**src/sv/bis_pkg.sv**
```systemverilog
// Shared widths, register codes and configuration type of the bilinear scaler.
`timescale 1ns / 1ps
package bis_pkg;
  localparam int POS_W   = 12;
  localparam int STEP_W  = 21;
  localparam int SIZE_W  = 9;
  localparam int CH_W    = 8;
  localparam int PIX_W   = 4 * CH_W;
  localparam int PADDR_W = 4;
  localparam int PDATA_W = 32;

  localparam int MAX_WIDTH_DEF  = 256;
  localparam int MAX_HEIGHT_DEF = 256;
  localparam int FRAC_BITS_DEF  = 16;

  localparam logic [SIZE_W-1:0] WIDTH_RST  = 9'd256;
  localparam logic [SIZE_W-1:0] HEIGHT_RST = 9'd256;
  localparam logic [STEP_W-1:0] STEP_RST   = 21'd65536;

  typedef enum logic [1:0] {
    REG_WIDTH  = 2'd0,
    REG_HEIGHT = 2'd1,
    REG_STEP   = 2'd2
  } reg_idx_t;

  typedef enum logic {
    KIND_STORE  = 1'b0,
    KIND_SAMPLE = 1'b1
  } kind_t;

  // Sizes are already clamped to 1..MAX by the register block.
  typedef struct packed {
    logic [SIZE_W-1:0] width;
    logic [SIZE_W-1:0] height;
    logic [STEP_W-1:0] step;
  } cfg_t;
endpackage

```
**src/sv/bis_cfg_regs.sv**
```systemverilog
// APB register block holding source size and step, with size clamping.
`timescale 1ns / 1ps
module bis_cfg_regs #(
  parameter int MAX_WIDTH  = bis_pkg::MAX_WIDTH_DEF,
  parameter int MAX_HEIGHT = bis_pkg::MAX_HEIGHT_DEF
) (
  input  logic                         clk,
  input  logic                         rst,
  input  logic                         psel,
  input  logic                         penable,
  input  logic                         pwrite,
  input  logic [bis_pkg::PADDR_W-1:0]  paddr,
  input  logic [bis_pkg::PDATA_W-1:0]  pwdata,
  output logic [bis_pkg::PDATA_W-1:0]  prdata,
  output logic                         pready,
  output bis_pkg::cfg_t                cfg
);
  import bis_pkg::*;

  logic [SIZE_W-1:0] src_width;
  logic [SIZE_W-1:0] src_height;
  logic [STEP_W-1:0] src_step;
  reg_idx_t          idx;
  logic              wr;

  function automatic logic [SIZE_W-1:0] clamp_size(input logic [SIZE_W-1:0] v,
                                                   input int maxv);
    logic [SIZE_W-1:0] r;
    if (v == '0) begin
      r = SIZE_W'(1);
    end else if (int'(v) > maxv) begin
      r = SIZE_W'(maxv);
    end else begin
      r = v;
    end
    return r;
  endfunction

  assign idx    = reg_idx_t'(paddr[PADDR_W-1:2]);
  assign wr     = psel && penable && pwrite;
  assign pready = 1'b1;

  always_ff @(posedge clk) begin
    if (rst) begin
      src_width  <= WIDTH_RST;
      src_height <= HEIGHT_RST;
      src_step   <= STEP_RST;
    end else if (wr) begin
      case (idx)
        REG_WIDTH:  src_width  <= pwdata[SIZE_W-1:0];
        REG_HEIGHT: src_height <= pwdata[SIZE_W-1:0];
        REG_STEP:   src_step   <= pwdata[STEP_W-1:0];
        default: ;
      endcase
    end
  end

  always_comb begin
    case (idx)
      REG_WIDTH:  prdata = PDATA_W'(src_width);
      REG_HEIGHT: prdata = PDATA_W'(src_height);
      REG_STEP:   prdata = PDATA_W'(src_step);
      default:    prdata = '0;
    endcase
  end

  assign cfg.width  = clamp_size(src_width, MAX_WIDTH);
  assign cfg.height = clamp_size(src_height, MAX_HEIGHT);
  assign cfg.step   = src_step;
endmodule

```
**config.mk**
```make
export PLATFORM = sky130hd
export DESIGN_NAME = bis_cfg_regs
export DESIGN_NICKNAME = d
export VERILOG_FILES = /design/src/sv/bis_pkg.sv /design/src/sv/bis_cfg_regs.sv
export SDC_FILE = /design/constraint.sdc
export NUM_CORES = 1
export LEC_CHECK = 0
export BUFFER_PORTS_ARGS = -buffer_cell sky130_fd_sc_hd__clkbuf_2
export CORE_AREA = 3 3 71 73
export DETAILED_ROUTE_END_ITERATION = 10
export DIE_AREA = 0 0 74 76
export PLACE_DENSITY = 0.89
export SETUP_SLACK_MARGIN = 0.2
export SYNTH_ARGS = -nofsm -noshare
export SYNTH_HDL_FRONTEND = slang
export SYNTH_SLANG_ARGS = --single-unit
```
**constraint.sdc**
```tcl
create_clock -name clk -period 1.64 [get_ports clk]
set_input_delay 0.246 -clock clk [delete_from_list [all_inputs] [get_ports clk]]
set_output_delay 0.246 -clock clk [all_outputs]
set_load 0.01 [all_outputs]
```
Word-level counts from Yosys, hierarchy flattened:

Index checks and enable logic that the tools add are counted.

* bits in registers: 39
* input bits: 41
* output and inout bits: 72

* $lt $le $gt $ge: 2
* eq/ne operators: 2
* multiplexer cells: 5
* reductions and logical operators: 8

Operator list (count)
* 21-bit one-hot mux with 3 select lines: 1
* 9-bit two-way mux: 4
* 9-bit greater-than comparator (second input constant): 2
* 9-bit zero test: 2
* 2-bit AND reduction: 3
* 2-bit by 1-bit == test with 1-bit output (second input constant): 1
* 2-bit == test (second input constant): 1
* 1-bit logical AND: 2
* 2-bit zero test: 1

Longest topological paths before layout:

* word-level depth: 3
* depth in mapped cells: 4
* mapped depth without buffers: 3

Least setup slack after synthesis:

OpenSTA, ideal clock, no wires.

* path kind: reg2out
* start point: register src_height[8]
* end point: output prdata[8] (netlist bit)
* arrival: 0.958 ns
* slack: 0.436 ns
* cell stages (with the launch flop): 4
* buffers on the path: 1
* path through: dfxtp_1 -> clkbuf_1 -> mux2i_1 -> o21ai_0

* longest elaborated chain between the ends: 1

Ends and longest elaborated chain
* start, declared: RTL line bis_cfg_regs.sv:21 `logic [SIZE_W-1:0] src_height;`
* start signal, assigned: RTL line bis_cfg_regs.sv:51 `REG_HEIGHT: src_height <= pwdata[SIZE_W-1:0];`
* 21-bit one-hot mux with 3 select lines: RTL line bis_cfg_regs.sv:59 `case (idx)`
* end, declared: RTL line bis_cfg_regs.sv:14 `output logic [bis_pkg::PDATA_W-1:0] prdata,`

Every way passes these cells.

==> impl_metrics.tcl <==
set metrics [dict create \
    htree_num_levels 2 \
    setup_viol 0 \
    clockBufferDepth 2 \
    endpoint_kind "output port" \
    clk_pin_slew_ps 80 \
    hold_ws_ps 195 \
    yosysWarnings 0 \
    final_util_pct 63.4 \
    wirelength_um 5170 \
    maxCapViolCount 0 \
    num_vias 1850 \
    period_share_pct 92.8 \
    io_buffers 87 \
    cp.depth 4 \
    antenna_cells 0 \
    overflow 0 \
    fin_skew_ps 0 \
    yosysSeqAreaShare_pct 36.4 \
    p_leak_nw 1.32 \
    slew_headroom_pct 62.1 \
    critPathKind "flop to output port" \
    ant_nets 0 \
    root_buffer "clkbuf_8" \
    avgViaCountPerCell 4.93 \
    die_h_um 76 \
    r2r_setup_slack_ps 800 \
    wl_per_cell_um 13.8 \
    drtIter0Drc 70 \
    finalPower_mw 2.12 \
    clock_sinks 39 \
    syn_area_um2 2140 \
    cp-startpoint "src_height[4]$_SDFFE_PP0P_" \
    fmax_mhz 657 \
    dpl_cell_area_um2 2620 \
    grt_usage_pct 19.0 \
    fin_ws_ps 118 \
    tritoncts "yes" \
    seqPwrFrac_pct 45.8 \
    p_int_mw 1.67 \
    critPathMaxFanout 4 \
    gp_congestion 0.798 \
    antenna_found_initial 0 \
    place_ws_ps 161 \
    worstPathRequired_ps 1390 \
    hp-class "primary input to flop" \
    coreArea_um2 4410 \
    path_buf_inv 1 \
    clock_latency_ps 280 \
    hold_viol_final 0 \
    grt_max_degree 62 \
    worst_slew_pin_slew_ps 568 \
    power_frac_comb_pct 10.1 \
    layout_commonest_cell "clkbuf_2" \
    dieArea_um2 5620 \
    p_switching_mw 0.447 \
    fin_setup_tns_ps 0 \
    crit_path_top_delay_cell "dfxtp_2" \
    ys_ff_latch 39 \
    peakVddDrop_v 0.000580 \
    fin_nets 363 \
    cts_buffers 5 \
    status "complete, no violations" \
    grt_setup_unrepaired "yes" \
    clock_power_share_pct 44.1 \
    drc 0 \
    worstRegToRegCells 3 \
    path_cells "nor4_4 -> a21oi_1 -> nor2_1 -> buf_2" \
    layout_common_cells "clkbuf_2, nand2b_1, mux2i_1" \
    rr_startpoint "src_width[8]$_SDFFE_PP1P_" \
    final_cells 375 \
    path_delay_family "simple AND/OR/NAND/NOR gates" \
    dp_hpwl_um 3800 \
    crit_path_end "cfg[21]" \
    power_density_nw_per_um2 757 \
    cp_slowest_stage_delay_ps 350 \
    area_growth_pct 30.6 \
    die_w_um 74 \
    p_sw_share_pct 21.1 \
    cp_data_arrival_time_ps 1280 \
    ios 113 \
    start_kind "flop" \
    synthCells 238 \
    synth_cell_types 20 \
    drive_gt1_share_pct 36.2 \
    design_area_um2 2800 \
    fin_crit_ps 1520 \
    first_global_vias 1766 \
    firstDrtPassIters 4 \
    dp.cells 366 \
    syn_avg_cell_area_um2 9.01 \
    start_util_pct 48.6 \
    fp-row-count 24 \
    slew_viol_final 0 \
    r2r-end "src_width[8]$_SDFFE_PP1P_" \
    grt_pass1_wl_um 8590 \
]
## metal layers
metal  GRT usage [%]  share of wire [%]
met4            4.53               0.87
met2            33.2                 52
met1            22.8                 42
met5               0                  0
met3            4.62                5.3
## what timing repair did
item | CTS | global route
buffers inserted | 1 | 0
setup endpoints to repair | 3 | 8
resized for setup | 9 | 9
hold buffers | 0 | 0
pin swaps | 4 | 2
## cell families after synthesis
logic type	synth area share, %
buffers and inverters	8.17
AOI/OAI and AO/OA	2.57
DFF	36.4
and+or+nand+nor	30.1
other	0.350
muxes	22.4
## registers in the layout, indices dropped and copies added, names as in the netlist
| name | count |
|---|---|
| src_height | 9 |
| src_step | 21 |
| src_width | 9 |
## synthesized netlist by cell type, drive strengths merged
library cell	count	area, µm²
dfxtp	39	781
nor3b	1	12.5
o21ai	9	45.0
and2	12	75.1
buf	17	126
nor4	2	12.5
nor2	7	26.3
or3	1	6.26
nor3	3	15.0
nor2b	15	93.8
nand2	9	33.8
or3b	1	8.76
mux2i	48	480
nand3	1	10.0
nand2b	56	350
clkbuf	13	48.8
conb	2	7.51
a21oi	2	10.0
## how the worst min path moves through the flow
stage	from	endpoint	cells after the start
after global routing	pwdata[18]	src_step[18]$_SDFFE_PP0P_	3
final	pwdata[9]	src_step[9]$_SDFFE_PP0P_	3
after floorplan	pwdata[10]	src_step[10]$_SDFFE_PP0P_	2
after global placement	src_step[19]$_SDFFE_PP0P_	src_step[19]$_SDFFE_PP0P_	2
after CTS	pwdata[9]	src_step[9]$_SDFFE_PP0P_	3
after detailed placement	src_step[20]$_SDFFE_PP0P_	src_step[20]$_SDFFE_PP0P_	2
## power by group through the flow
stage | Clock [mW] | Combinational [mW] | Sequential [mW]
final | 0.935 | 0.213 | 0.970
after global routing | 0.982 | 0.234 | 0.972
after CTS | 0.950 | 0.212 | 0.970
after detailed placement | 0 | 0.208 | 0.991
after global placement | 0 | 0.203 | 0.990
after floorplan | 0 | 0.141 | 0.992
## worst min-delay path: stages
cell,delay (ps)
clkbuf_2,80
nand2b_1,50
mux2i_1,60
## layout make-up
class                           count  area, µm²
Clock inverter                      2       60.1
Fill cell                         392       1620
Tap cell                           52       65.1
Multi-Input combinational cell    179       1260
Sequential cell                    39        790
Timing Repair Buffer               97        548
Clock buffer                        6       72.6
Note: power is estimated with default switching activity, not from simulation.
