[src/sv/bis_pkg.sv]
// Shared widths, register codes and configuration type of the bilinear scaler.
`timescale 1ns / 1ps
package bis_pkg;
  localparam int POS_W   = 12;
  localparam int STEP_W  = 21;
  localparam int SIZE_W  = 9;
  localparam int CH_W    = 8;
  localparam int PIX_W   = 4 * CH_W;
  localparam int PADDR_W = 4;
  localparam int PDATA_W = 32;

  localparam int MAX_WIDTH_DEF  = 256;
  localparam int MAX_HEIGHT_DEF = 256;
  localparam int FRAC_BITS_DEF  = 16;

  localparam logic [SIZE_W-1:0] WIDTH_RST  = 9'd256;
  localparam logic [SIZE_W-1:0] HEIGHT_RST = 9'd256;
  localparam logic [STEP_W-1:0] STEP_RST   = 21'd65536;

  typedef enum logic [1:0] {
    REG_WIDTH  = 2'd0,
    REG_HEIGHT = 2'd1,
    REG_STEP   = 2'd2
  } reg_idx_t;

  typedef enum logic {
    KIND_STORE  = 1'b0,
    KIND_SAMPLE = 1'b1
  } kind_t;

  // Sizes are already clamped to 1..MAX by the register block.
  typedef struct packed {
    logic [SIZE_W-1:0] width;
    logic [SIZE_W-1:0] height;
    logic [STEP_W-1:0] step;
  } cfg_t;
endpackage

[src/sv/bis_interp.sv]
// Two-stage interpolator: horizontal blend per row, then vertical blend with clamp.
`timescale 1ns / 1ps
module bis_interp #(
  parameter int FRAC_BITS = bis_pkg::FRAC_BITS_DEF
) (
  input  logic                        clk,
  input  logic                        rst,
  input  logic                        in_valid,
  output logic                        in_ready,
  input  logic [bis_pkg::PIX_W-1:0]   p00,
  input  logic [bis_pkg::PIX_W-1:0]   p10,
  input  logic [bis_pkg::PIX_W-1:0]   p01,
  input  logic [bis_pkg::PIX_W-1:0]   p11,
  input  logic [FRAC_BITS-1:0]        fx,
  input  logic [FRAC_BITS-1:0]        fy,
  output logic                        out_valid,
  input  logic                        out_ready,
  output logic [bis_pkg::PIX_W-1:0]   pix
);
  import bis_pkg::*;

  localparam int ACC_W = CH_W + FRAC_BITS + 2;

  logic              vh, vv, en_h, en_v;
  logic [PIX_W-1:0]  top_q, bot_q, res_q;
  logic [PIX_W-1:0]  top_d, bot_d, res_d;
  logic [FRAC_BITS-1:0] fy_q;

  // a*(1-f) + b*f written as a*ONE + (b-a)*f, so one multiplier per lane.
  function automatic logic [CH_W-1:0] lerp(input logic [CH_W-1:0] a,
                                           input logic [CH_W-1:0] b,
                                           input logic [FRAC_BITS-1:0] f);
    logic signed [CH_W:0]      d;
    logic signed [FRAC_BITS:0] fs;
    logic signed [ACC_W-1:0]   acc;
    d   = $signed({1'b0, b}) - $signed({1'b0, a});
    fs  = $signed({1'b0, f});
    acc = $signed({2'b00, a, {FRAC_BITS{1'b0}}}) + d * fs;
    if (acc[ACC_W-1:CH_W+FRAC_BITS] != 2'b00) begin
      return {CH_W{1'b1}};
    end
    return acc[CH_W+FRAC_BITS-1:FRAC_BITS];
  endfunction

  assign en_v     = !vv || out_ready;
  assign en_h     = !vh || en_v;
  assign in_ready = en_h;

  always_comb begin
    for (int k = 0; k < 4; k++) begin
      top_d[CH_W*k +: CH_W] = lerp(p00[CH_W*k +: CH_W], p10[CH_W*k +: CH_W], fx);
      bot_d[CH_W*k +: CH_W] = lerp(p01[CH_W*k +: CH_W], p11[CH_W*k +: CH_W], fx);
      res_d[CH_W*k +: CH_W] = lerp(top_q[CH_W*k +: CH_W], bot_q[CH_W*k +: CH_W], fy_q);
    end
  end

  always_ff @(posedge clk) begin
    if (rst) begin
      vh <= 1'b0;
      vv <= 1'b0;
    end else begin
      if (en_h) vh <= in_valid;
      if (en_v) vv <= vh;
    end
  end

  always_ff @(posedge clk) begin
    if (en_h) begin
      top_q <= top_d;
      bot_q <= bot_d;
      fy_q  <= fy;
    end
    if (en_v) res_q <= res_d;
  end

  assign out_valid = vv;
  assign pix       = res_q;
endmodule

[config.mk]
export PLATFORM = sky130hd
export DESIGN_NAME = bis_interp
export DESIGN_NICKNAME = d
export VERILOG_FILES = /design/src/sv/bis_pkg.sv /design/src/sv/bis_interp.sv
export SDC_FILE = /design/constraint.sdc
export NUM_CORES = 2
export LEC_CHECK = 0
export ABC_AREA = 1
export CORE_MARGIN = 2
export CORE_UTILIZATION = 40
export DETAILED_ROUTE_END_ITERATION = 16
export DONT_BUFFER_PORTS = 1
export PLACE_DENSITY = 0.53
export SLEW_MARGIN = 30
export SYNTH_ARGS = -nofsm -noshare
export SYNTH_HDL_FRONTEND = slang
export SYNTH_SLANG_ARGS = --single-unit
[constraint.sdc]
create_clock -name clk -period 9 [get_ports clk]
set_clock_uncertainty 0.15 [all_clocks]
set_input_delay 1.8 -clock clk [delete_from_list [all_inputs] [get_ports clk]]
set_output_delay 1.8 -clock clk [all_outputs]
set_load 0.1 [all_outputs]
Word level (Yosys, flattened, before mapping)

Cells that the tools add are included.

Bits in registers: 114
RAM bits: 0
Output and inout bits: 34
Memories: 0
Input bits: 164
ROM bits: 0
Latch bits: 0

Mux-type cells: 36
Reduce and logical (&&, ||, !) cells: 16
Eq/ne operators: 0
Bitwise operators: 0
Div/mod/pow operators: 0
$add $sub $neg: 24
Multiply operators: 12
Shift operators: 0
$lt $le $gt $ge: 0

Operators with widths:

| cell                        | number |
|---|---|
| adder 25 x 26 -> 26 bit     | 12 |
| multiplier 9 x 17 -> 26 bit | 12 |
| 2-to-1 mux 8 bit            | 24 |
| subtractor 8 x 8 -> 9 bit   | 12 |
| nonzero test 2 bit          | 12 |
| 2-to-1 mux 1 bit            | 12 |
| logical NOT 1 bit           | 2 |
| logical OR 1 bit            | 2 |

Logic depth before layout (Yosys ltp)

Depth after elaboration: 6
Depth in mapped cells: 37
Depth with buffers taken out: 36

Worst setup path after synthesis

OpenSTA, ideal clock, no wires.

Path type: input -> register
Start point: input p10[0] (netlist name)
End point: register top_q[0] (data pin)
Path slack: 1.528 ns
Arrival time: 7.063 ns
Buffers on the path: 1
Required time: 8.591 ns
Setup time: 0.259 ns
Stages: 34
Cell sequence: inv_1 > ha_1 > fa_1 > o21ai_1 > nand2_1 > nand2_1 > nand2_1 > nand2_1 > nand2_1 > nand2_1 > a21oi_4 > inv_2 > buf_6 > nor2_1 > fa_1 > inv_1 > fa_1 > inv_1 > fa_1 > inv_1 > fa_1 > fa_1 > inv_1 > ha_1 > a21oi_1 > o21ai_0 > nand2_1 > nand2_1 > a21oi_1 > nand2_1 > nand2_1 > nand2_1 > nor2_4 > nand2_1

Longest elaborated chain between the ends: 6

RTL lines:

| item                          | RTL line         | text |
|---|---|---|
| from (decl)                   | bis_interp.sv:11 | `input logic [bis_pkg::PIX_W-1:0] p10,` |
| subtractor 8 x 8 -> 9 bit *   | bis_interp.sv:36 | `d = $signed({1'b0, b}) - $signed({1'b0, a});` |
| multiplier 9 x 17 -> 26 bit * | bis_interp.sv:38 | `acc = $signed({2'b00, a, {FRAC_BITS{1'b0}}}) + d * fs;` |
| adder 25 x 26 -> 26 bit *     | bis_interp.sv:38 |  |
| nonzero test 2 bit            | bis_interp.sv:39 | `if (acc[ACC_W-1:CH_W+FRAC_BITS] != 2'b00) begin` |
| 2-to-1 mux 1 bit              | bis_interp.sv:39 |  |
| 2-to-1 mux 8 bit *            | bis_interp.sv:42 | `return acc[CH_W+FRAC_BITS-1:FRAC_BITS];` |
| to (signal assigned)          | bis_interp.sv:69 | `top_q <= top_d;` |
| to (decl)                     | bis_interp.sv:25 | `logic [PIX_W-1:0] top_q, bot_q, res_q;` |

Every way passes the cells marked *; elsewhere a longest branch is shown, timed or not.
A chain may end at the register's enable or synchronous reset.

Worst setup path after layout

Start point: input p10[8] (netlist name)
End point: register top_q[15] (data pin)

The elaborated chain is that of the path after synthesis.

==> results_dict.tcl <==
set metrics [dict create \
    cts.sinks 114 \
    ys_ff_latch 114 \
    start_kind "input port" \
    drc_errors 0 \
    numPortBuffers 0 \
    dp_hpwl_mm 162.3 \
    die_h_um 409.6 \
    overflow 0 \
    path_common_cell "nand2_1" \
    setup_violations 0 \
    synth_cells 8600 \
    layout_common_cells "inv_1 (1,887), nand2_1 (1,858), nor2_1 (1,293), fa_1 (1,284), ha_1 (780)" \
    cp.required_ps 9100 \
    rows 148 \
    drive_above_1_share_pct 3.092 \
    synth.area.top_cells "fa_1 (39%), ha_1 (15%), inv_1 (11%), nand2_1 (11%), nor2_1 (7.4%)" \
    cts_root_buf "clkbuf_16" \
    grt_first_pass_wirelength_mm 322.3 \
    path_clk_slew_ps 60 \
    cts_resized 0 \
    synth_top_cell_area_share_pct 39.07 \
    nets 10656 \
    drt_iter0_markers 3347 \
    synth_edf_count 112 \
    worstPathMaxFanout 12 \
    critPathTopFamily "adder cells" \
    fillers 16977 \
    synth_nets 10828 \
    synth.distinct_cells 46 \
    final_common_cell "inv_1" \
    via_per_inst 5.056 \
    post-cts-setup-buffer-count 0 \
    period_share_pct 86.58 \
    outcome "finished, final reports clean" \
    antenna_found_initial 20 \
    synth_area_mm2 0.06579 \
    period_needed_ps 7792 \
    grt_pass1_vias 56357 \
    ys_async_sr_fraction_pct 0 \
    wl_per_cell_um 19.09 \
    finalNonFillerCells 10623 \
    holdBufCountCts 0 \
    start_util_pct 40.33 \
    synth-seq-area-share_pct 5.173 \
    numCtsBuffers 17 \
    rsz0062_at_grt "no" \
    clk_latency_ps 530 \
    fmax_mhz 128.3 \
    antenna_left 0 \
    multi_input_area_mm2 0.05395 \
    syn_area_per_cell_um2 7.651 \
    core_area_mm2 0.1631 \
    cts_tree "done" \
    ys.flop_type "edfxtp_1" \
    gp_congestion 0.9423 \
    end_kind "flop" \
    grt_max_degree 47 \
    first_pass_iters 7 \
    dieArea_mm2 0.1677 \
    dp_cells 10584 \
    critPathBufInv 3 \
    drv_cap 0 \
    slowest_delay_ps 570 \
    boundaryPins 198 \
    relSlewSlack_pct 30.19 \
    min_path_type "flop to flop" \
    htree_levels 4 \
    synthToLayoutAreaGrowth_pct 4.208 \
    grtUsageTotal_pct 24.76 \
    slowest_stage "fa_1" \
    slew_violations 0 \
    die_x_um 409.6 \
    cp.arrival_ps 7890 \
    ys_warn_count 0 \
    drt_wl_total_mm 202.7 \
    worstMarginPinSlew_ps 1046 \
    dr_total_vias 53713 \
    fin_tns_setup_ps 0 \
    synth_area_leader_cell "fa_1" \
    seqCellArea_mm2 0.003405 \
    hold_viol_final 0 \
    crit_type "input port to flop" \
    cts_buffer_depth 2 \
]
-- tightest hold or removal path, cell delays in order, from the launching register on --
cell and delay (ps):
dfxtp_1 330, inv_1 60, a21oi_1 50
-- worst paths after layout --
path	from	end	slack, ps	cells past startpoint
worst max-delay path	p10[8]	top_q[15]$_SDFFCE_PP1P_	1210	28
worst min-delay path	vh$_SDFFE_PP0P_	out_valid$_SDFFE_PP0P_	320	2
worst max register to register	top_q[8]$_SDFFCE_PP1P_	pix[15]$_SDFFCE_PP1P_	1630	30
worst min register to register	vh$_SDFFE_PP0P_	out_valid$_SDFFE_PP0P_	320	2
-- cells by family (layout without fill, tap and decap cells) --
| logic type | Yosys count | in the layout | synth area share (%) |
|---|---|---|---|
| AND/OR/NAND/NOR | 3630 | 3630 | 22.17 |
| adder cells (fa/ha/maj) | 2064 | 2064 | 53.90 |
| buffers and inverters | 2200 | 2041 | 12.92 |
| AO/OA/AOI/OAI | 500 | 500 | 4.518 |
| flip-flops | 114 | 114 | 5.173 |
| other | 0 | 7 | 0 |
| XOR/XNOR | 92 | 92 | 1.316 |
-- synthesized netlist by cell type (6+ instances only) --
library cell	number
a21oi_4	12
nor2_1	1293
o21ai_0	87
a21o_1	33
or2_2	49
edfxtp_1	112
nor2_4	13
buf_2	39
nor3_1	44
a31oi_1	10
buf_6	13
o21bai_1	40
inv_1	1896
xor2_1	38
buf_1	6
xor2_2	8
o21ai_2	12
a21oi_1	251
o21ai_1	19
a211oi_1	8
a21boi_0	15
inv_2	15
fa_1	1284
nand4_1	65
xnor2_1	46
buf_4	23
nand3b_1	26
clkbuf_1	203
nand3_1	241
ha_1	780
nor4_1	9
nand2_2	10
nand2_1	1859
-- flip-flops by register name, summed over array words and instances (netlist names) --
name,count
bot_q,32
pix,32
top_q,32
fy_q,16
out_valid,1
vh,1
-- cell type report --
type	count	area share, %
diodes	7	0.02555
well taps	2175	3.969
repair buffers	94	1.102
flip-flops and latches	114	4.966
clock inverters	14	0.1423
inverters	1915	10.48
multi-input cells	6286	78.69
clock buffers	18	0.6259
-- metal layers --
metal | part of all wire (%) | track usage [%]
met5 | 0.053 | 0
met4 | 2.6 | 6.504
met3 | 6.4 | 3.909
met2 | 46 | 40.76
met1 | 45 | 33.83
-- through the flow --
step                      hold slack, ps  setup slack (ps)  utilization [%]  instance area, µm²
after floorplan                    274.2              1528                -               65790
after global placement             313.4             754.2            41.68               68000
after detailed placement           315.3             734.1            41.69               68010
after CTS                          325.2              1293            42.01               68530
after global routing               371.8             736.0            42.02               68560
final                              323.0              1208            42.03               68560
Power is left out: the tool's default activity adds up to more than one toggle a clock period on the data nets, which glitch-free logic cannot reach.
