### src/sv/bis_pkg.sv
// Shared widths, register codes and configuration type of the bilinear scaler.
`timescale 1ns / 1ps
package bis_pkg;
  localparam int POS_W   = 12;
  localparam int STEP_W  = 21;
  localparam int SIZE_W  = 9;
  localparam int CH_W    = 8;
  localparam int PIX_W   = 4 * CH_W;
  localparam int PADDR_W = 4;
  localparam int PDATA_W = 32;

  localparam int MAX_WIDTH_DEF  = 256;
  localparam int MAX_HEIGHT_DEF = 256;
  localparam int FRAC_BITS_DEF  = 16;

  localparam logic [SIZE_W-1:0] WIDTH_RST  = 9'd256;
  localparam logic [SIZE_W-1:0] HEIGHT_RST = 9'd256;
  localparam logic [STEP_W-1:0] STEP_RST   = 21'd65536;

  typedef enum logic [1:0] {
    REG_WIDTH  = 2'd0,
    REG_HEIGHT = 2'd1,
    REG_STEP   = 2'd2
  } reg_idx_t;

  typedef enum logic {
    KIND_STORE  = 1'b0,
    KIND_SAMPLE = 1'b1
  } kind_t;

  // Sizes are already clamped to 1..MAX by the register block.
  typedef struct packed {
    logic [SIZE_W-1:0] width;
    logic [SIZE_W-1:0] height;
    logic [STEP_W-1:0] step;
  } cfg_t;
endpackage

### src/sv/bis_locate.sv
// Position pipeline: coordinate multiply, one-bit-per-stage division, edge mirroring.
`timescale 1ns / 1ps
module bis_locate #(
  parameter int MAX_WIDTH  = bis_pkg::MAX_WIDTH_DEF,
  parameter int MAX_HEIGHT = bis_pkg::MAX_HEIGHT_DEF,
  parameter int FRAC_BITS  = bis_pkg::FRAC_BITS_DEF,
  localparam int XW = $clog2(MAX_WIDTH),
  localparam int YW = $clog2(MAX_HEIGHT)
) (
  input  logic                        clk,
  input  logic                        rst,
  input  bis_pkg::cfg_t               cfg,
  input  logic                        in_valid,
  output logic                        in_ready,
  input  logic                        kind,
  input  logic [bis_pkg::POS_W-1:0]   pos_x,
  input  logic [bis_pkg::POS_W-1:0]   pos_y,
  input  logic [bis_pkg::PIX_W-1:0]   pix,
  output logic                        out_valid,
  input  logic                        out_ready,
  output logic                        out_kind,
  output logic [bis_pkg::POS_W-1:0]   out_pos_x,
  output logic [bis_pkg::POS_W-1:0]   out_pos_y,
  output logic [bis_pkg::PIX_W-1:0]   out_pix,
  output logic [FRAC_BITS-1:0]        fx,
  output logic [FRAC_BITS-1:0]        fy,
  output logic [XW-1:0]               x0,
  output logic [XW-1:0]               x1,
  output logic [YW-1:0]               y0,
  output logic [YW-1:0]               y1
);
  import bis_pkg::*;

  localparam int PROD_W = POS_W + STEP_W;
  localparam int BASE_W = PROD_W - FRAC_BITS;
  localparam int NDIV   = BASE_W;
  localparam int NST    = NDIV + 2;

  logic [NST-1:0] v;
  logic [NST-1:0] en;

  logic              kind_q [0:NST-1];
  logic [POS_W-1:0]  posx_q [0:NST-1];
  logic [POS_W-1:0]  posy_q [0:NST-1];
  logic [PIX_W-1:0]  pix_q  [0:NST-1];
  logic [FRAC_BITS-1:0] fx_q [0:NST-1];
  logic [FRAC_BITS-1:0] fy_q [0:NST-1];

  // Division state: remainder, unshifted dividend bits, last quotient bit.
  logic [SIZE_W-1:0] rx [0:NDIV];
  logic [SIZE_W-1:0] ry [0:NDIV];
  logic [BASE_W-1:0] dx [0:NDIV];
  logic [BASE_W-1:0] dy [0:NDIV];
  logic              qx [0:NDIV];
  logic              qy [0:NDIV];

  logic [SIZE_W-1:0] rx_next [1:NDIV];
  logic [SIZE_W-1:0] ry_next [1:NDIV];
  logic              gx [1:NDIV];
  logic              gy [1:NDIV];

  logic [PROD_W-1:0] prod_x;
  logic [PROD_W-1:0] prod_y;
  logic [SIZE_W-1:0] mx0, mx1, my0, my1;
  logic [SIZE_W:0]   ax, ay;

  logic [XW-1:0] x0_q, x1_q;
  logic [YW-1:0] y0_q, y1_q;

  function automatic logic [SIZE_W-1:0] fold(input logic odd, input logic [SIZE_W-1:0] r,
                                             input logic [SIZE_W-1:0] c);
    return odd ? SIZE_W'(c - r - SIZE_W'(1)) : r;
  endfunction

  // Quotient parity and remainder of n+1 from those of n.
  function automatic logic [SIZE_W:0] advance(input logic odd, input logic [SIZE_W-1:0] r,
                                              input logic [SIZE_W-1:0] c);
    logic [SIZE_W:0] n;
    logic            wrap;
    n    = {1'b0, r} + (SIZE_W+1)'(1);
    wrap = (n == {1'b0, c});
    return {odd ^ wrap, wrap ? {SIZE_W{1'b0}} : n[SIZE_W-1:0]};
  endfunction

  always_comb begin
    en[NST-1] = !v[NST-1] || out_ready;
    for (int s = NST - 2; s >= 0; s--) begin
      en[s] = !v[s] || en[s+1];
    end
  end
  assign in_ready = en[0];

  always_comb begin
    prod_x = pos_x * cfg.step;
    prod_y = pos_y * cfg.step;
  end

  always_comb begin
    logic [SIZE_W:0] tx;
    logic [SIZE_W:0] ty;
    for (int s = 1; s <= NDIV; s++) begin
      tx = {rx[s-1], dx[s-1][BASE_W-1]};
      ty = {ry[s-1], dy[s-1][BASE_W-1]};
      gx[s] = tx >= {1'b0, cfg.width};
      gy[s] = ty >= {1'b0, cfg.height};
      rx_next[s] = gx[s] ? SIZE_W'(tx - {1'b0, cfg.width}) : tx[SIZE_W-1:0];
      ry_next[s] = gy[s] ? SIZE_W'(ty - {1'b0, cfg.height}) : ty[SIZE_W-1:0];
    end
  end

  always_comb begin
    ax  = advance(qx[NDIV], rx[NDIV], cfg.width);
    ay  = advance(qy[NDIV], ry[NDIV], cfg.height);
    mx0 = fold(qx[NDIV], rx[NDIV], cfg.width);
    my0 = fold(qy[NDIV], ry[NDIV], cfg.height);
    mx1 = fold(ax[SIZE_W], ax[SIZE_W-1:0], cfg.width);
    my1 = fold(ay[SIZE_W], ay[SIZE_W-1:0], cfg.height);
  end

  always_ff @(posedge clk) begin
    if (rst) begin
      v <= '0;
    end else begin
      if (en[0]) v[0] <= in_valid;
      for (int s = 1; s < NST; s++) begin
        if (en[s]) v[s] <= v[s-1];
      end
    end
  end

  always_ff @(posedge clk) begin
    if (en[0]) begin
      kind_q[0] <= kind;
      posx_q[0] <= pos_x;
      posy_q[0] <= pos_y;
      pix_q[0]  <= pix;
      fx_q[0]   <= prod_x[FRAC_BITS-1:0];
      fy_q[0]   <= prod_y[FRAC_BITS-1:0];
      dx[0]     <= prod_x[PROD_W-1:FRAC_BITS];
      dy[0]     <= prod_y[PROD_W-1:FRAC_BITS];
      rx[0]     <= '0;
      ry[0]     <= '0;
      qx[0]     <= 1'b0;
      qy[0]     <= 1'b0;
    end
    for (int s = 1; s < NST; s++) begin
      if (en[s]) begin
        kind_q[s] <= kind_q[s-1];
        posx_q[s] <= posx_q[s-1];
        posy_q[s] <= posy_q[s-1];
        pix_q[s]  <= pix_q[s-1];
        fx_q[s]   <= fx_q[s-1];
        fy_q[s]   <= fy_q[s-1];
      end
    end
    for (int s = 1; s <= NDIV; s++) begin
      if (en[s]) begin
        rx[s] <= rx_next[s];
        ry[s] <= ry_next[s];
        dx[s] <= dx[s-1] << 1;
        dy[s] <= dy[s-1] << 1;
        qx[s] <= gx[s];
        qy[s] <= gy[s];
      end
    end
    if (en[NST-1]) begin
      x0_q <= XW'(mx0);
      x1_q <= XW'(mx1);
      y0_q <= YW'(my0);
      y1_q <= YW'(my1);
    end
  end

  assign out_valid = v[NST-1];
  assign out_kind  = kind_q[NST-1];
  assign out_pos_x = posx_q[NST-1];
  assign out_pos_y = posy_q[NST-1];
  assign out_pix   = pix_q[NST-1];
  assign fx        = fx_q[NST-1];
  assign fy        = fy_q[NST-1];
  assign x0        = x0_q;
  assign x1        = x1_q;
  assign y0        = y0_q;
  assign y1        = y1_q;
endmodule

### config.mk
export PLATFORM = sky130hd
export DESIGN_NAME = bis_locate
export DESIGN_NICKNAME = d
export VERILOG_FILES = /design/src/sv/bis_pkg.sv /design/src/sv/bis_locate.sv
export SDC_FILE = /design/constraint.sdc
export NUM_CORES = 2
export LEC_CHECK = 0
export ABC_AREA = 1
export BUFFER_PORTS_ARGS = -buffer_cell sky130_fd_sc_hd__buf_2
export CAP_MARGIN = 20
export CORE_MARGIN = 1
export CORE_UTILIZATION = 41
export DETAILED_ROUTE_END_ITERATION = 10
export PLACE_DENSITY = 0.67
export SYNTH_ARGS = -nofsm -noshare
export SYNTH_HDL_FRONTEND = slang
export SYNTH_SLANG_ARGS = --single-unit
### constraint.sdc
create_clock -name clk -period 22.8 [get_ports clk]
set_input_delay 6.84 -clock clk [delete_from_list [all_inputs] [get_ports clk]]
set_output_delay 6.84 -clock clk [all_outputs]
set_load 0.05 [all_outputs]
After elaboration in Yosys (flattened, before gate mapping)
Memories as Yosys holds them, arrays and structs flattened. Index checks and enable logic that the tools add are counted.

$add $sub $neg: 44. Multipliers: 2. Div/mod/pow operators: 0. Magnitude comparators: 34. Equal/unequal tests: 2. Shifts and indexed selects: 0. Muxes and demuxes: 78. Bitwise logic cells: 2. Reduce and logical (&&, ||, !) cells: 38.

Operators with widths (count): 10-bit by 9-bit >= comparator with 1-bit output (34); 9-bit two-way mux (34); 9-bit subtractor (34); 12-bit by 21-bit multiplier with 33-bit output (2); 8-bit two-way mux (6); 1-bit two-way mux (38); 8-bit by 1-bit subtractor with 8-bit output (second input constant) (4); 8-bit subtractor (4); 9-bit by 1-bit adder with 10-bit output (second input constant) (2); 10-bit by 9-bit equality test with 1-bit output (2); 1-bit zero test (19); 1-bit logical OR (19); 1-bit XOR (2).

Bits in registers: 51. Latch bits: 0. Bits in writable memories: 2663. ROM bits: 0. Word-level logic and storage cells: 235. Memories: 12.

Memories: pix_q (words 19, width 32, read ports 19, clocked after memory_dff 0, wr ports 19, RTL line bis_locate.sv:45) `logic [PIX_W-1:0] pix_q [0:NST-1];`; dx (words 18, width 17, read ports 17, clocked after memory_dff 0, wr ports 18, RTL line bis_locate.sv:52) `logic [BASE_W-1:0] dx [0:NDIV];`; dy (words 18, width 17, read ports 17, clocked after memory_dff 0, wr ports 18, RTL line bis_locate.sv:53) `logic [BASE_W-1:0] dy [0:NDIV];`; fx_q (words 19, width 16, read ports 19, clocked after memory_dff 0, wr ports 19, RTL line bis_locate.sv:46) `logic [FRAC_BITS-1:0] fx_q [0:NST-1];`; fy_q (words 19, width 16, read ports 19, clocked after memory_dff 0, wr ports 19, RTL line bis_locate.sv:47) `logic [FRAC_BITS-1:0] fy_q [0:NST-1];`; posx_q (words 19, width 12, read ports 19, clocked after memory_dff 0, wr ports 19, RTL line bis_locate.sv:43) `logic [POS_W-1:0] posx_q [0:NST-1];`; 6 more memories.

Logic depth before layout (Yosys ltp)
Depth after elaboration: 22. Gate-level depth with buffers: 26.

Least setup slack after synthesis
No wires, ideal clock.

Path kind: input to output. Start: input out_ready. End: output in_ready. Arrival: 15.558 ns. Setup slack: 0.402 ns. Cell stages on the path: 10. Buffers on the path: 0. Cells stage by stage: inv_1 > nand4_4 > nor2_4 > nand4_4 > nor2_4 > nand4_4 > nor2_4 > nand4_4 > nor2_8 > nand4_4.

Longest elaborated chain between the ends: 19.

Ends and longest elaborated chain: from (decl) (RTL line bis_locate.sv:20) `input logic out_ready,`; 1-bit logical OR (RTL line bis_locate.sv:86) `en[NST-1] = !v[NST-1] || out_ready;`; 1-bit logical OR (2 in a row) (RTL line bis_locate.sv:88) `en[s] = !v[s] || en[s+1];`; via en[16] (RTL line bis_locate.sv:40) `logic [NST-1:0] en;`; 1-bit logical OR (4 in a row) (RTL line bis_locate.sv:88); via en[12] (RTL line bis_locate.sv:40); 1-bit logical OR (4 in a row) (RTL line bis_locate.sv:88); via en[8] (RTL line bis_locate.sv:40); 1-bit logical OR (4 in a row) (RTL line bis_locate.sv:88); via en[4] (RTL line bis_locate.sv:40); 1-bit logical OR (4 in a row) (RTL line bis_locate.sv:88); to (decl) (RTL line bis_locate.sv:14) `output logic in_ready,`.

The timed path passes the listed nets, and every way through them passes these cells.

Worst setup path after layout
Same ends and word-level chain as after synthesis.

==> out/qor.csv <==
metric,value,unit
Ports,223,
Worst-path clk slew,0.06,ns
worst min path class,reg -> reg,
P&R area growth vs syn,12.1,%
Reg-to-Reg Start,v[18]$_SDFFE_PP0P_,
pin count of the biggest net entering global routing,79,
Worst Path Arrival,10.71,ns
# H-tree levels,4,
first-iteration detailed-routing DRC count,3255,
"flops & latches, synth",2356,
layout cells sized above 1,0.0813,
Final Max Tran Viols,0,
static leakage,47.5,nW
row count,183,
total die area,252000,sq um
DP HPWL,120,mm
Crit. End Element,primary output,
Post-synth EDFFs,2337,
Flop pwr share,0.441,
"top cells by area, synth","edfxtp_1 69%, fa_1 8.1%, ha_1 5.7%, nand2_1 3.8%, inv_1 3.3%",
Max IR drop VDD,0.136,mV
initial core utilization,0.412,
Comb pwr share,0.327,
vias post-DR,52039,
Worst setup SP type,input port,
ANT nets after route,0,
Mapped Area,102000,sq um
slowest CP cell,nand4_4,
vias in the first global route,53752,
Pwr Density,135,nW/um^2
syn nets,8025,
DRT Pass-1 Iters,6,
TritonCTS buffer count,211,
cell family with most CP delay,simple AND/OR/NAND/NOR gates,
critical path type,in -> out,
worst setup margin,5.25,ns
Vias per Instance,4.77,
Slew headroom,0.268,
area of the multi-input gates,28000,sq um
# port buffers,222,
FMAX,0.0570,GHz
gp weighted congestion,0.863,
Sequential Area,70600,sq um
Pint,10.3,mW
Clk pwr share,0.232,
"commonest non-fill, non-tap cells in the layout","2,337 x edfxtp_1, 1,025 x nand2_1, 894 x inv_1",
setup TNS,0,ns
min-delay src,fx_q[15][13]$_DFFE_PP_,
worst path buffer plus inverter count,4,
Root Driver,clkbuf_16,
die height,502,um
antenna violations before repair,7,
maximum clock insertion buffer count,3,
Post-Place Setup Slack,4.48,ns
synthesized area per cell,14.5,sq um
Cell variety after synth,44,
"most common cell after layout, fill and taps aside",edfxtp_1,
Skew-Pair Late Insertion Delay,0.86,ns
Setup-failing EPs final,0,
number of remaining DRC errors,0,
Worst-Margin Slew,1.10,ns
YS warnings,0,
Net Switching,5.13,mW
Final #Nets,8371,
sw frac,0.331,
Layout Utilization,0.462,
post_cts resized,0,
Crit path required time,15.96,ns
CP Cell Sequence,buf_2 -> inv_1 -> nand4_4 -> nor2_4 -> nand4_4 -> buf_4 -> nor2_4 -> nand4_4 -> nor2_4 -> nand4_4 -> nor2_8 -> nand4_4 -> buf_2,
final-report hold violation count,0,
core area,248000,sq um
fin crit share,0.770,
Yosys top cell area share,0.686,
first-pass GRT wire length,281,mm
GRT overflow,0,
"FFs w/ async S/R, synth",0,
RSZ-0062 raised after global routing,no,
TritonCTS clock tree,done,
status,"finished, final reports clean",
DIE WIDTH,502,um
Hold Buf Count CTS,0,
hold slack,0.392,ns
Setup crit start,out_ready,
clock skew,0.0671,ns
CTS sink count,2356,
Mapped Cells,7045,
max_cap viols,0,
DR WL/cell,16.1,um
cell repeated most along the worst path,nand4_4,
sequential fraction of the synthesis area,0.689,
post-CTS setup buffer count,0,
Most used DFF post-synth,edfxtp_1,
FILL cells,21173,
fin crit period,17.55,ns
Post-Route WL,175,mm
max incr delay on CP,0.51,ns
Worst Path Max Fanout,53,
GRT Util Overall,0.140,
leading area contributor after synthesis,edfxtp_1,
[registers in the layout (all words and copies together), names as in the netlist, 153 cells and up]
register	cells
posx_q	228
fx_q	304
ry	153
fy_q	304
dy	153
rx	153
posy_q	228
pix_q	608
dx	153
[stage by stage]
step,instance area (sq um),cells,power [mW]
floorplan,102000,7045,10.6
CTS,115000,10895,15.6
finish,115000,10903,15.5
global placement,108000,10505,11.8
detailed placement,108000,10505,11.9
global route,115000,10900,16.5
[cell type report]
cell class	count	area share
sequential	2356	0.615
clock buffer	260	0.0487
clock inverter	130	0.0139
antenna	5	0.000109
inverter	900	0.0295
tap	3330	0.0363
timing repair buffer	263	0.0128
multi-input combinational	3659	0.244
[final timing paths]
| kind | end | cells after the start | slack [ns] |
|---|---|---|---|
| hold reg to reg | fx_q[16][13]$_DFFE_PP_ | 0 | 0.39 |
| setup / recovery | in_ready | 13 | 5.25 |
| hold / removal | fx_q[16][13]$_DFFE_PP_ | 0 | 0.39 |
| setup reg to reg | fx_q[1][11]$_DFFE_PP_ | 12 | 17.43 |
[per-layer routing]
layer | global-route usage | up-vias | share of wire
met1 | 0.189 | 25332 | 0.45
met3 | 0.0247 | 278 | 0.053
met5 | 0 | - | 0.00010
li1 | - | 25105 | -
met2 | 0.230 | 1320 | 0.47
met4 | 0.0412 | 4 | 0.022
[power groups by stage]
stage          sequential, mW  combinational (mW)  clock [mW]
2_1_floorplan            6.94                3.62           0
3_3_place_gp             6.90                4.86           0
3_5_place_dp             6.94                5.01           0
4_1_cts                  6.85                5.04        3.69
5_1_grt                  6.95                5.69        3.86
6_report                 6.83                5.06        3.58
[cells in the mapped netlist, drive strengths merged (99+ instances only)]
master	n
clkbuf	115
o21ai	187
ha	464
nor2	410
inv	900
xor2	134
fa	416
nand3	99
a21oi	529
edfxtp	2337
nand2	1031
xnor2	165
[cells by family after synthesis]
group | synth area share
flops | 0.689
fa+ha+maj | 0.138
xor+xnor | 0.0256
simple gates | 0.0637
buf+inv | 0.0380
compound gates | 0.0453
Note: power is estimated with default switching activity, not from simulation.
